==> config.mk <==
export PLATFORM = sky130hd
export DESIGN_NAME = ps2_mouse_packet_assembler_fifo
export DESIGN_NICKNAME = d
export VERILOG_FILES = /design/src/ps2mq_pkg.sv /design/src/ps2_mouse_packet_assembler_fifo.sv /design/src/ps2mq_ram.sv
export SDC_FILE = /design/constraint.sdc
export NUM_CORES = 1
export LEC_CHECK = 0
export BUFFER_PORTS_ARGS = -buffer_cell sky130_fd_sc_hd__buf_2
export CORE_MARGIN = 2
export CORE_UTILIZATION = 44
export CTS_BUF_LIST = sky130_fd_sc_hd__clkbuf_8
export DETAILED_ROUTE_END_ITERATION = 16
export PLACE_DENSITY = 0.65
export SYNTH_ARGS = -nofsm -noshare
export SYNTH_HDL_FRONTEND = slang
export SYNTH_HIERARCHICAL = 1
export SYNTH_SLANG_ARGS = --single-unit
==> constraint.sdc <==
create_clock -name clk -period 5.2 [get_ports clk]
set_input_delay 0.26 -clock clk [delete_from_list [all_inputs] [get_ports clk]]
set_output_delay 0.26 -clock clk [all_outputs]
set_load 0.05 [all_outputs]
==> src/ps2mq_pkg.sv <==
// shared constants and types for the ps2 mouse packet queue
package ps2mq_pkg;

  localparam int DEF_QUEUE_DEPTH = 64;

  localparam int BYTE_W   = 8;
  localparam int BUTTON_W = 3;
  localparam int SYNC_BIT = 3;

  localparam int IN_TDATA_W  = 16;
  localparam int OUT_TDATA_W = 24;

  typedef struct packed {
    logic [BUTTON_W-1:0] buttons;
    logic [BYTE_W-1:0]   x_move;
    logic [BYTE_W-1:0]   y_move;
  } packet_t;

  localparam int ENTRY_W = $bits(packet_t);

  localparam logic IN_KIND_BYTE = 1'b0;
  localparam logic IN_KIND_READ = 1'b1;

endpackage

==> src/ps2_mouse_packet_assembler_fifo.sv <==
// ps2 mouse packet framer with a ring queue of decoded packets
//
// input channel: each word is either a mouse byte (in_tuser low) or a read
// request (in_tuser high). mouse bytes are framed into three-byte packets; a
// first byte is taken only with its bit 3 set. a finished packet is decoded
// into buttons, x and negated y and pushed into a ram-based ring queue of
// QUEUE_DEPTH entries; it is dropped when the queue is full.
// output channel: one word per read request. out_tuser high means a packet was
// popped; low means the queue was empty or the buffer was too small, and the
// data is then zero. mouse bytes produce no output word.
// throughput: one input word per cycle unless a held read result stalls the
// input, set by the single ram write port and single ram read port, each used
// at most once per word. a read result is registered by the ram read stage
// and then by the output register before it is presented.
// reset clears framing, pointers and fill count; ram contents are not cleared
// and are only read after being written.
// when out_tready is low, one result waits in the output register and one
// more in the read stage; mouse bytes keep flowing until both are full.
module ps2_mouse_packet_assembler_fifo
  import ps2mq_pkg::*;
#(
  parameter int QUEUE_DEPTH = DEF_QUEUE_DEPTH
) (
  input  logic                   clk,
  input  logic                   rst_n,
  input  logic                   in_tvalid,
  output logic                   in_tready,
  input  logic [IN_TDATA_W-1:0]  in_tdata,   // rx_byte[7:0], buffer_fits[8]
  input  logic                   in_tuser,   // func
  output logic                   out_tvalid,
  input  logic                   out_tready,
  output logic [OUT_TDATA_W-1:0] out_tdata,  // buttons[2:0], x_move[10:3], y_move[18:11]
  output logic                   out_tuser   // has_packet
);

  localparam int PTR_W = $clog2(QUEUE_DEPTH);
  localparam int CNT_W = $clog2(QUEUE_DEPTH + 1);
  localparam logic [PTR_W-1:0] PTR_LAST = PTR_W'(QUEUE_DEPTH - 1);
  localparam logic [CNT_W-1:0] CNT_FULL = CNT_W'(QUEUE_DEPTH);

  localparam logic [1:0] PH_FIRST  = 2'd0;
  localparam logic [1:0] PH_SECOND = 2'd1;
  localparam logic [1:0] PH_THIRD  = 2'd2;

  logic [1:0]        phase_r, phase_nxt;
  logic [BYTE_W-1:0] first_r, first_nxt;
  logic [BYTE_W-1:0] second_r, second_nxt;
  logic [PTR_W-1:0]  wr_ptr_r, wr_ptr_nxt;
  logic [PTR_W-1:0]  rd_ptr_r, rd_ptr_nxt;
  logic [CNT_W-1:0]  fill_r, fill_nxt;

  logic    s1_valid_r, s1_valid_nxt;
  logic    s1_has_r, s1_has_nxt;
  logic    out_valid_r, out_valid_nxt;
  logic    out_has_r, out_has_nxt;
  packet_t out_pkt_r, out_pkt_nxt;

  logic              s1_adv, acc, is_read, is_byte, push, pop;
  logic [BYTE_W-1:0] rx_byte;
  logic              fits;
  packet_t           wr_pkt, rd_pkt;

  assign rx_byte = in_tdata[BYTE_W-1:0];
  assign fits    = in_tdata[BYTE_W];

  assign s1_adv    = s1_valid_r && (!out_valid_r || out_tready);
  assign in_tready = !s1_valid_r || s1_adv;
  assign acc       = in_tvalid && in_tready;
  assign is_read   = acc && (in_tuser == IN_KIND_READ);
  assign is_byte   = acc && (in_tuser == IN_KIND_BYTE);
  assign push      = is_byte && (phase_r == PH_THIRD) && (fill_r != CNT_FULL);
  assign pop       = is_read && fits && (fill_r != '0);

  assign wr_pkt.buttons = first_r[BUTTON_W-1:0];
  assign wr_pkt.x_move  = second_r;
  assign wr_pkt.y_move  = BYTE_W'(~rx_byte + 1'b1);

  // framing
  always_comb begin
    phase_nxt  = phase_r;
    first_nxt  = first_r;
    second_nxt = second_r;
    if (is_byte) begin
      unique case (phase_r)
        PH_FIRST: begin
          first_nxt = rx_byte;
          phase_nxt = rx_byte[SYNC_BIT] ? PH_SECOND : PH_FIRST;
        end
        PH_SECOND: begin
          second_nxt = rx_byte;
          phase_nxt  = PH_THIRD;
        end
        default: begin
          phase_nxt = PH_FIRST;
        end
      endcase
    end
  end

  // queue pointers
  always_comb begin
    wr_ptr_nxt = wr_ptr_r;
    rd_ptr_nxt = rd_ptr_r;
    fill_nxt   = fill_r;
    if (push) begin
      wr_ptr_nxt = (wr_ptr_r == PTR_LAST) ? '0 : wr_ptr_r + 1'b1;
      fill_nxt   = fill_r + 1'b1;
    end
    if (pop) begin
      rd_ptr_nxt = (rd_ptr_r == PTR_LAST) ? '0 : rd_ptr_r + 1'b1;
      fill_nxt   = fill_r - 1'b1;
    end
  end

  // read stage and output register
  always_comb begin
    s1_valid_nxt = s1_valid_r;
    s1_has_nxt   = s1_has_r;
    if (is_read) begin
      s1_valid_nxt = 1'b1;
      s1_has_nxt   = pop;
    end else if (s1_adv) begin
      s1_valid_nxt = 1'b0;
    end

    out_valid_nxt = out_valid_r;
    out_has_nxt   = out_has_r;
    out_pkt_nxt   = out_pkt_r;
    if (s1_adv) begin
      out_valid_nxt = 1'b1;
      out_has_nxt   = s1_has_r;
      out_pkt_nxt   = s1_has_r ? rd_pkt : '0;
    end else if (out_tready) begin
      out_valid_nxt = 1'b0;
    end
  end

  always_ff @(posedge clk) begin
    if (!rst_n) begin
      phase_r     <= PH_FIRST;
      wr_ptr_r    <= '0;
      rd_ptr_r    <= '0;
      fill_r      <= '0;
      s1_valid_r  <= 1'b0;
      out_valid_r <= 1'b0;
    end else begin
      phase_r     <= phase_nxt;
      wr_ptr_r    <= wr_ptr_nxt;
      rd_ptr_r    <= rd_ptr_nxt;
      fill_r      <= fill_nxt;
      s1_valid_r  <= s1_valid_nxt;
      out_valid_r <= out_valid_nxt;
    end
  end

  always_ff @(posedge clk) begin
    first_r   <= first_nxt;
    second_r  <= second_nxt;
    s1_has_r  <= s1_has_nxt;
    out_has_r <= out_has_nxt;
    out_pkt_r <= out_pkt_nxt;
  end

  ps2mq_ram #(
    .WIDTH (ENTRY_W),
    .DEPTH (QUEUE_DEPTH)
  ) u_store (
    .clk     (clk),
    .wr_en   (push),
    .wr_addr (wr_ptr_r),
    .wr_data (wr_pkt),
    .rd_en   (pop),
    .rd_addr (rd_ptr_r),
    .rd_data (rd_pkt)
  );

  assign out_tvalid = out_valid_r;
  assign out_tuser  = out_has_r;
  assign out_tdata  = {(OUT_TDATA_W - ENTRY_W)'(0),
                       out_pkt_r.y_move, out_pkt_r.x_move, out_pkt_r.buttons};

  a_fill_bound: assert property (@(posedge clk) disable iff (!rst_n)
    fill_r <= CNT_FULL)
    else $error("fill count above queue depth");

  a_push_not_full: assert property (@(posedge clk) disable iff (!rst_n)
    push |-> !pop && fill_nxt == fill_r + 1'b1)
    else $error("push into full queue or alongside a pop");

  a_empty_result_zero: assert property (@(posedge clk) disable iff (!rst_n)
    out_valid_r && !out_has_r |-> out_pkt_r == '0)
    else $error("empty result carries data");

  a_phase_legal: assert property (@(posedge clk) disable iff (!rst_n)
    phase_r == PH_FIRST || phase_r == PH_SECOND || phase_r == PH_THIRD)
    else $error("framing phase left its legal range");

  a_stage_holds: assert property (@(posedge clk) disable iff (!rst_n)
    s1_valid_r && !s1_adv |=> s1_valid_r && $stable(s1_has_r))
    else $error("stalled read stage lost its result");

endmodule

==> src/ps2mq_ram.sv <==
// generic single-port-write, single-port-read ram with registered read
module ps2mq_ram #(
  parameter int WIDTH = 8,
  parameter int DEPTH = 16
) (
  input  logic                     clk,
  input  logic                     wr_en,
  input  logic [$clog2(DEPTH)-1:0] wr_addr,
  input  logic [WIDTH-1:0]         wr_data,
  input  logic                     rd_en,
  input  logic [$clog2(DEPTH)-1:0] rd_addr,
  output logic [WIDTH-1:0]         rd_data
);

  logic [WIDTH-1:0] mem_r [DEPTH];
  logic [WIDTH-1:0] rd_data_r;

  always_ff @(posedge clk) begin
    if (wr_en) begin
      mem_r[wr_addr] <= wr_data;
    end
    if (rd_en) begin
      rd_data_r <= mem_r[rd_addr];
    end
  end

  assign rd_data = rd_data_r;

endmodule
Word-level counts from Yosys, hierarchy flattened --
Memories as Yosys holds them, arrays and structs flattened. A register that Yosys moved wholly into a read port is not among the register bits. Index checks and enable logic that the tools add are counted.
Storage, ports and cells: bits in registers 55, RAM bits 1216, input port bits 21, output and inout port bits 27, logic and storage cells 57, memories kept 1
Memory list:
- u_store.mem_r | depth 64, bits a word 19, rd ports 1, clocked after Yosys merged registers in 1, write ports 1, RTL line ps2mq_ram.sv:15 | logic [WIDTH-1:0] mem_r [DEPTH];
Operators by class: add/sub/neg operators 5, equality and inequality tests 5, mux-type cells 12, bitwise gates (word level) 2, reductions and logical operators 19
Operator list (count):
- two-way mux 7 bit | 2
- adder 6 x 1 -> 6 bit (second input constant) | 2
- == test 6 bit (second input constant) | 2
- two-way mux 6 bit | 2
- adder 8 x 1 -> 8 bit (second input constant) | 1
- logical AND 1 bit | 8
- NOT 8 bit | 1
- adder 7 x 1 -> 7 bit (second input constant) | 1
- two-way mux 1 bit | 7
- inequality test 7 bit (second input constant) | 1
- nonzero test 7 bit | 1
- subtractor 7 x 1 -> 7 bit (second input constant) | 1
- nonzero test 2 bit | 3
- one-hot mux 2 bit (2 select lines) | 1
- AND reduction 2 bit | 2
- == test 2 x 1 -> 1 bit (second input constant) | 1
- == test 2 bit (second input constant) | 1
- logical NOT 1 bit | 2
- logical NOT 2 bit | 1
- logical OR 1 bit | 2
- NOT 1 bit | 1

Longest topological paths before layout --
Gate-level depths: netlist of the first run.
depth in word-level cells 10, depth in mapped cells 12, gate-level depth less buffers 11

Modules after synthesis --
Netlist of the first run, hierarchy kept.
Modules (own cells, without submodules):
- ps2mq_ram | instances 1, cells an instance 2113, area an instance 47304.1 um^2, seq. area each 37085.6 um^2
- ps2_mouse_packet_assembler_fifo | instances 1, cells an instance 238, area an instance 2642.5 um^2, seq. area each 1421.4 um^2

Least setup slack after synthesis of the first run --
OpenSTA, ideal clock, no wires.
path type flip-flop to flip-flop, start point register out_valid_r, in the netlist out_tvalid, end point memory u_store/mem_r[49][0] (netlist bit) (enable), library setup time 0.419 ns, arrival time 3.103 ns, data required time 4.781 ns, path slack 1.678 ns, cell stages (with the launch flop) 8, path buffers 0, clock period less this slack 3.522 ns, cell sequence dfxtp_1 > and3b_4 > nor3_2 > nand2_1 > inv_1 > nor2b_1 > nand4_1 > nor3_1
On the way: cells in the longest elaborated chain, start to end 10
Ends and longest elaborated chain:
- from (decl) | RTL line ps2_mouse_packet_assembler_fifo.sv:54 | logic out_valid_r, out_valid_nxt;
- from (signal assigned) | RTL line ps2_mouse_packet_assembler_fifo.sv:152 | out_valid_r <= out_valid_nxt;
- logical NOT 1 bit | RTL line ps2_mouse_packet_assembler_fifo.sv:66 | assign s1_adv = s1_valid_r && (!out_valid_r || out_tready);
- logical OR 1 bit | RTL line ps2_mouse_packet_assembler_fifo.sv:66
- logical AND 1 bit | RTL line ps2_mouse_packet_assembler_fifo.sv:66
- logical OR 1 bit | RTL line ps2_mouse_packet_assembler_fifo.sv:67 | assign in_tready = !s1_valid_r || s1_adv;
- logical AND 1 bit | RTL line ps2_mouse_packet_assembler_fifo.sv:68 | assign acc = in_tvalid && in_tready;
- logical AND 1 bit | RTL line ps2_mouse_packet_assembler_fifo.sv:70 | assign is_byte = acc && (in_tuser == IN_KIND_BYTE);
- logical AND 1 bit (2 in series) | RTL line ps2_mouse_packet_assembler_fifo.sv:71 | assign push = is_byte && (phase_r == PH_THIRD) && (fill_r != CNT_FULL);
- via push | RTL line ps2_mouse_packet_assembler_fifo.sv:58 | logic s1_adv, acc, is_read, is_byte, push, pop;
- two-way mux 1 bit | RTL line ps2mq_ram.sv:19 | if (wr_en) begin
- two-way mux 1 bit (implied by the code) | RTL line ps2mq_ram.sv:20 | mem_r[wr_addr] <= wr_data;
- to (decl) | RTL line ps2mq_ram.sv:15
The timed path passes the listed nets, and every way through them passes these cells.

Worst setup path after layout of the first run --
start point register phase_r[1], end point memory u_store/mem_r[32][18] (netlist bit) (enable)
On the way: cells in the longest elaborated chain, start to end 5
Ends and longest elaborated chain:
- from (decl) | RTL line ps2_mouse_packet_assembler_fifo.sv:45 | logic [1:0] phase_r, phase_nxt;
- from (signal assigned) | RTL line ps2_mouse_packet_assembler_fifo.sv:147 | phase_r <= phase_nxt;
- == test 2 bit | RTL line ps2_mouse_packet_assembler_fifo.sv:71
- logical AND 1 bit (2 in series) | RTL line ps2_mouse_packet_assembler_fifo.sv:71
- via push | RTL line ps2_mouse_packet_assembler_fifo.sv:58
- two-way mux 1 bit | RTL line ps2mq_ram.sv:19
- two-way mux 1 bit (implied by the code) | RTL line ps2mq_ram.sv:20
The timed path passes the listed nets, and every way through them passes these cells.

==> metrics.md, run 1 <==
| Metric | Value |
|---|---|
| Crit-path slowest cell | `nor2_2` |
| H-tree depth | `4` |
| Final-report hold violation count | `0` |
| Crit path kind | `reg -> reg` |
| Top-area cell type share of the netlist area | `76.2%` |
| Sequential fraction of the synthesis area | `77.1%` |
| Reg area | `38500 µm²` |
| Filler instances | `8831` |
| R2R Path End | `u_store/mem_r[32][18]` |
| Setup TNS | `0 ps` |
| Crit Path Max Fanout | `10` |
| DP HPWL | `68500 µm` |
| Leakage | `17.1 nW` |
| Vias/cell | `5.83` |
| Die H | `341 µm` |
| Logic pwr share | `1.2%` |
| Num CTS Buffers | `193` |
| Dominant synthesized flop cell | `edfxtp_1` |
| Unrepaired setup endpoints after global routing | `no` |
| CTS Sinks | `1290` |
| Clock slew at reported path FFs | `60 ps` |
| Root buffer cell | `clkbuf_8` |
| TritonCTS clock tree | `built` |
| Setup Buffers After CTS | `0` |
| Clk_lat worst skew | `870 ps` |
| # Max-Cap Violations | `0` |
| Worst path arrival time | `4430 ps` |
| 1st-pass router iterations | `7` |
| Die X-Extent | `341 µm` |
| Synth Instances | `2351` |
| Cell Area, Synth | `49900 µm²` |
| WP data required | `5740 ps` |
| Wire length per cell | `27.8 µm` |
| Fin area | `56100 µm²` |
| Overflow after GRT | `0` |
| Largest area contributor in the netlist | `edfxtp_1` |
| Peak VDD IR | `0.200 mV` |
| P_int | `0.0150 W` |
| Drt drc | `0` |
| Reg2reg start | `phase_r[1]` |
| Sw frac | `21.1%` |
| Synth warnings | `6` |
| Routability cong. | `0.841` |
| Critical path's largest stage delay | `770 ps` |
| Fin crit period | `3890 ps` |
| Layout cells sized above 1 | `28.2%` |
| Nets | `2621` |
| Fmax | `257 MHz` |
| Final wirelength | `118000 µm` |
| CP Launch Type | `flop` |
| Final setup violation count | `0` |
| Top post-synthesis cells by area | `edfxtp_1 (76%), mux4_2 (12%), mux2i_1 (2.8%)` |
| Core ar. | `112000 µm²` |
| Syn_area_per_cell | `21.2 µm²` |
| I/O pin count | `48` |
| CP Cell Sequence | `or3b_1 -> nor3_2 -> nand2_1 -> inv_1 -> nor2b_1 -> nand2_1 -> nor2_2 -> buf_4` |
| Rel. slew slack | `17.9%` |
| Multi-input gate area | `10900 µm²` |
| CTS Buffer Depth | `3` |
| Status | `finished clean` |
| Hold_sp | `in_tdata[6]` |
| Worst Setup End Kind | `flop` |
| Most frequent CP cell | `nand2_1` |
| P_sw | `0.00399 W` |
| R2R cell count | `8` |
| Placed cell areas | `52500 µm²` |
| Vias in the first global route | `24697` |
| Ratio of final minimum period to clock period | `74.9%` |
| EDFF count, synth | `1267` |
| Overall routing resource usage | `20.4%` |
| Row Count | `123` |
| Sequential power share | `60.1%` |
| Antenna violations before repair | `6` |
| Hold Path Stages | `2` |
| R2r setup slk | `1310 ps` |
| Setup Skew | `45.3 ps` |
| Fin. max-slew vios | `0` |
| Port bufs | `35` |
| Final ANT Viol Nets | `0` |
| Pwr dens | `338 nW/µm²` |
| Synthesis-stage register bit count | `1290` |
| Worst-Margin Slew | `1220 ps` |
| Post-synth ARST share | `0%` |
| Starting Density | `44.4%` |
| Die area | `116000 µm²` |
| Worst Hold Class | `in -> reg` |
| Synth-to-Final Area Change | `12.2%` |
| Vias | `24760` |
| Hold worst-path end | `second_r[6]` |
| Largest net degree at the start of global routing | `96` |
| First-pass GRT wire length | `171000 µm` |
| Synth cell types | `67` |
| Drt initial violations | `3225` |
| Clock Power Share | `38.7%` |
-- placed cells by master, fill, tap and decap left out, types with 5 or more instances in the layout --
cell type      instances
a31oi_1               24
xnor2_1                5
o31ai_1               11
o22ai_1               37
and3_1                13
nor3_1                15
buf_2                 35
mux2i_1              142
edfxtp_1            1267
nor2_2                62
conb_1                 5
mux4_2               266
ha_1                   7
a22oi_1               45
nand3_1               16
nor2_1                27
nor2b_1               12
a21oi_1                9
inv_1                 73
dfxtp_1               19
o22a_1                11
mux2_2                23
clkinv_1              50
inv_8                  6
and2_1                29
xnor2_2                5
o21ai_0               37
a211oi_1              12
buf_12                 5
clkinv_2              24
buf_4                117
clkbuf_8             198
nor3b_1                5
dlygate4sd3_1         14
nand2b_1               6
nand2_1               30
-- critical path, delay by kind of cell (launching register included) --
kind          cells  cell delay [ps]
buf+inv           2              570
simple gates      6             2630
flops             1              370
-- Yosys cell counts (4+ instances only) --
cell type	instances
nor2b_1	15
o22ai_1	37
a221oi_1	4
dfxtp_1	23
a21oi_1	9
mux2i_1	142
xnor2_1	10
nand2b_1	6
a22oi_1	45
and3_1	13
inv_1	10
mux2_2	23
buf_6	13
or3_1	4
o31ai_1	11
nand4_1	4
clkbuf_1	51
edfxtp_1	1267
o21ai_0	37
nand3_1	16
buf_2	34
buf_4	28
nand3b_1	4
o22a_1	11
nor3_1	17
ha_1	8
a31oi_1	24
buf_1	4
o21a_1	4
nor2_1	89
nor3b_1	5
and2_1	29
mux4_2	266
nand2_1	30
a211oi_1	12
-- metrics by stage --
stage	total power, W	hold slack (ps)	util [%]	cells	worst slack (ps)
final	0.0190	173	49.8	4246	1310
after global routing	0.0196	122	49.8	4245	1120
after CTS	0.0191	65.1	49.8	4244	1290
after detailed placement	0.0118	485	46.7	3882	1290
after global placement	0.0118	469	46.7	3882	1400
after floorplan	0.0117	359	-	2355	1680
-- routing by layer --
metal / wire [µm] / global-route usage [%] / share of wire, %
met1: 48900 / 29.1 / 41
met2: 56700 / 31.9 / 48
met3: 9860 / 4.11 / 8.3
met4: 2760 / 6.14 / 2.3
met5: 0 / 0 / 0
-- worst max-delay path by stage --
stage	depth (start not counted)	slack (ps)	startpoint	end
2_1_floorplan	7	1680	out_tvalid	u_store/mem_r[49][0]
4_1_cts	8	1290	phase_r[1]	u_store/mem_r[32][18]
5_1_grt	8	1120	phase_r[1]	u_store/mem_r[32][18]
6_report	8	1310	phase_r[1]	u_store/mem_r[32][18]
3_5_place_dp	9	1290	in_tuser	u_store/mem_r[32][15]
3_3_place_gp	9	1400	in_tuser	u_store/mem_r[32][15]
-- cell type report --
class                      count  area share [%]
antenna                        2         0.00893
tap                         1500            3.35
sequential                  1290            68.7
clock buffer                 198            4.86
multi-input combinational    923            19.5
inverter                      12          0.0826
clock inverter               150            1.23
timing repair buffer         171            2.31
-- repair_timing --
| item | CTS | global route |
|---|---|---|
| hold buffers | 14 | 0 |
| hold endpoints to repair | 35 | 0 |
| gates resized for setup | 0 | 0 |
-- power by group through the flow --
stage | sequential [W] | combinational [W] | clock, W
floorplan | 0.0116 | 0.0000717 | 0
global placement | 0.0116 | 0.000206 | 0
detailed placement | 0.0116 | 0.000221 | 0
CTS | 0.0114 | 0.000229 | 0.00751
global route | 0.0114 | 0.000242 | 0.00794
finish | 0.0114 | 0.000227 | 0.00735
-- state kept, by name, indices dropped and copies added (netlist names), 2 cells and up --
register,flops
u_store/mem_r,1216
out_tdata,19
u_store/rd_data,19
second_r,8
fill_r,7
rd_ptr_r,6
wr_ptr_r,6
first_r,3
phase_r,2
-- cell families after synthesis --
| family | count (synthesis) | share of synthesized area [%] |
|---|---|---|
| AO/OA/AOI/OAI | 215 | 2.94 |
| other | 1 | 0.00751 |
| AND/OR/NAND/NOR | 250 | 2.57 |
| flip-flops | 1290 | 77.1 |
| multiplexers | 431 | 15.4 |
| XOR/XNOR | 13 | 0.228 |
| adder cells (fa/ha/maj) | 9 | 0.240 |
| buffers and inverters | 142 | 1.56 |
(Power assumes the default switching activity.)
==> run 2, diff against run 1 <==
==> constraint.sdc (replaced) <==
create_clock -name clk -period 3.6 [get_ports clk]
set_input_delay 0.18 -clock clk [delete_from_list [all_inputs] [get_ports clk]]
set_output_delay 0.18 -clock clk [all_outputs]
set_load 0.05 [all_outputs]
==> run 2 against run 1 <==
Register-to-register slack worse by 1000 ps; fmax is 18% higher; routed wire length is 1.6% higher; combinational power is 42% higher; sequential cell count stayed put; critical endpoint is now u_store/mem_r[62][3]; largest cell class unchanged.
==> metrics.md, run 2 (same netlist as run 1, synthesis figures left out) <==
| Metric | Value |
|---|---|
| Status | `finished clean` |
| Nets | `2661 (+1.5%)` |
| Synth-to-Final Area Change | `13.3%` |
| Overall routing resource usage | `20.7% (+0.30 points)` |
| Filler instances | `8902 (+0.80%)` |
| Largest net degree at the start of global routing | `69 (-28%)` |
| Starting Density | `44.4% (unchanged)` |
| Worst-Margin Slew | `1350 ps (+121 ps)` |
| Core ar. | `112000 µm² (unchanged)` |
| Post_cts resized | `0 (unchanged)` |
| Root buffer cell | `clkbuf_8` |
| Overflow after GRT | `0 (unchanged)` |
| Routability cong. | `0.829 (-1.4%)` |
| Fin crit period | `3290 ps (-605 ps)` |
| First-pass GRT wire length | `173000 µm (+0.88%)` |
| Die area | `116000 µm² (unchanged)` |
| Pwr dens | `486 nW/µm² (+44%)` |
| Fmax | `304 MHz (+18%)` |
| Vias/cell | `5.81 (-0.41%)` |
| Clk_lat worst skew | `860 ps (about the same)` |
| Setup Skew | `32.4 ps (-12.9 ps)` |
| Leakage | `17.3 nW (+1.3%)` |
| Unrepaired setup endpoints after global routing | `no` |
| Setup Buffers After CTS | `0 (unchanged)` |
| Most common cell after layout, fill and taps aside | `edfxtp_1` |
| Ratio of final minimum period to clock period | `91.3% (+16 points)` |
| CTS Buffer Depth | `3 (unchanged)` |
| CTS Sinks | `1290 (unchanged)` |
| H-tree depth | `4 (unchanged)` |
| Num CTS Buffers | `192 (-0.52%)` |
| Wire length per cell | `28.0 µm (+0.70%)` |
| Port bufs | `35 (unchanged)` |
| Worst path arrival time | `3740 ps (-690 ps)` |
| Final wirelength | `120000 µm (+1.6%)` |
| Final setup violation count | `0 (unchanged)` |
| CP Launch Type | `flop` |
| Final-report hold violation count | `0 (unchanged)` |
| Setup TNS | `0 ps (unchanged)` |
| DP HPWL | `69800 µm (+1.8%)` |
| Fin. max-slew vios | `0 (unchanged)` |
| Vias | `24874 (+0.46%)` |
| Commonest cells after routing, fill and taps aside | `edfxtp_1 (1267), mux4_2 (266), clkbuf_8 (195)` |
| R2r setup slk | `310 ps (-1000 ps)` |
| Max reg flops | `1216 (unchanged)` |
| Die H | `341 µm (unchanged)` |
| I/O pin count | `48 (unchanged)` |
| Die X-Extent | `341 µm (unchanged)` |
| Overall Power | `0.0275 W (+45%)` |
| TritonCTS clock tree | `built` |
| Vias in the first global route | `24899 (+0.82%)` |
| Placed cells | `3922 (+1.0%)` |
| Layout cells sized above 1 | `29.1% (+0.97 points)` |
| Crit Path Max Fanout | `19 (+9)` |
| Clock slew at reported path FFs | `60 ps (about the same)` |
| Antenna violations before repair | `5 (-1)` |
| Worst Setup End Kind | `flop` |
| Final ANT Viol Nets | `0 (unchanged)` |
| Rel. slew slack | `10.3% (-7.6 points)` |
| Final Non-Filler Cells | `4283 (+0.87%)` |
| Drt drc | `0 (unchanged)` |
| Worst Hold Class | `in -> reg` |
| Row Count | `123 (unchanged)` |
| 1st-pass router iterations | `6 (-1)` |
| WP data required | `4050 ps (-1690 ps)` |
| Most flops, register | `u_store/mem_r` |
| Crit path kind | `reg -> reg` |
| # Max-Cap Violations | `0 (unchanged)` |
| Drt initial violations | `2674 (-17%)` |
| Peak VDD IR | `0.272 mV (+36%)` |
==> run 2: per-layer routing <==
metal / routed length [µm] / vias up / GRT usage (%) / share of wire, %
met5: 0 / - / 0 / 0
met2: 57700 / 1177 / 32.6 / 48
met1: 48100 / 13127 / 29.0 / 40
met3: 11100 / 180 / 4.50 / 9.2
met4: 3160 / 0 / 6.65 / 2.6
li1: - / 10390 / - / -
==> run 2: worst paths after layout <==
check	from	end	cells after the start
worst max-delay path	phase_r[1]	u_store/mem_r[62][3]	8
worst min-delay path	in_tdata[7]	second_r[7]	2
worst max register to register	phase_r[1]	u_store/mem_r[62][3]	8
worst min register to register	phase_r[1]	phase_r[1]	2
==> run 2: cell type report <==
cell class                 instances  area (µm²)  area share (%)
clock buffer                     195        2680            4.74
timing repair buffer             212        1750            3.10
multi-input combinational        923       10900            19.3
inverter                          12        46.3          0.0818
antenna                            3        7.51          0.0133
clock inverter                   148         761            1.34
sequential                      1290       38500            68.1
tap                             1500        1880            3.32
==> run 2: through the flow <==
stage / instance area (µm²) / utilization [%] / hold WS, ps / setup WS, ps
after global placement: 53000 / 47.1 / 406 / 364
after global routing: 56600 / 50.3 / 47.4 / 123
after CTS: 56600 / 50.3 / 14.8 / 303
after detailed placement: 53000 / 47.1 / 417 / 323
final: 56600 / 50.3 / 84.9 / 312
after floorplan: 50000 / - / 279 / 78.2
==> run 2: timing repair <==
action,4_1_cts,5_1_grt
hold buffers,15,0
endpoints found under the setup margin,0,0
hold endpoints to repair,56,0
==> run 2: critical path, stage by stage (launching register included) <==
cell,delay (ps)
dfxtp_1,370
or3b_1,420
nor3_2,160
nand2_1,150
inv_1,200
nor2b_1,280
nand3_1,120
buf_4,210
nor2_2,950
==> run 2: power breakdown <==
group          switching [W]  internal [W]
sequential         0.0000107        0.0164
clock                0.00544       0.00528
combinational       0.000272     0.0000507
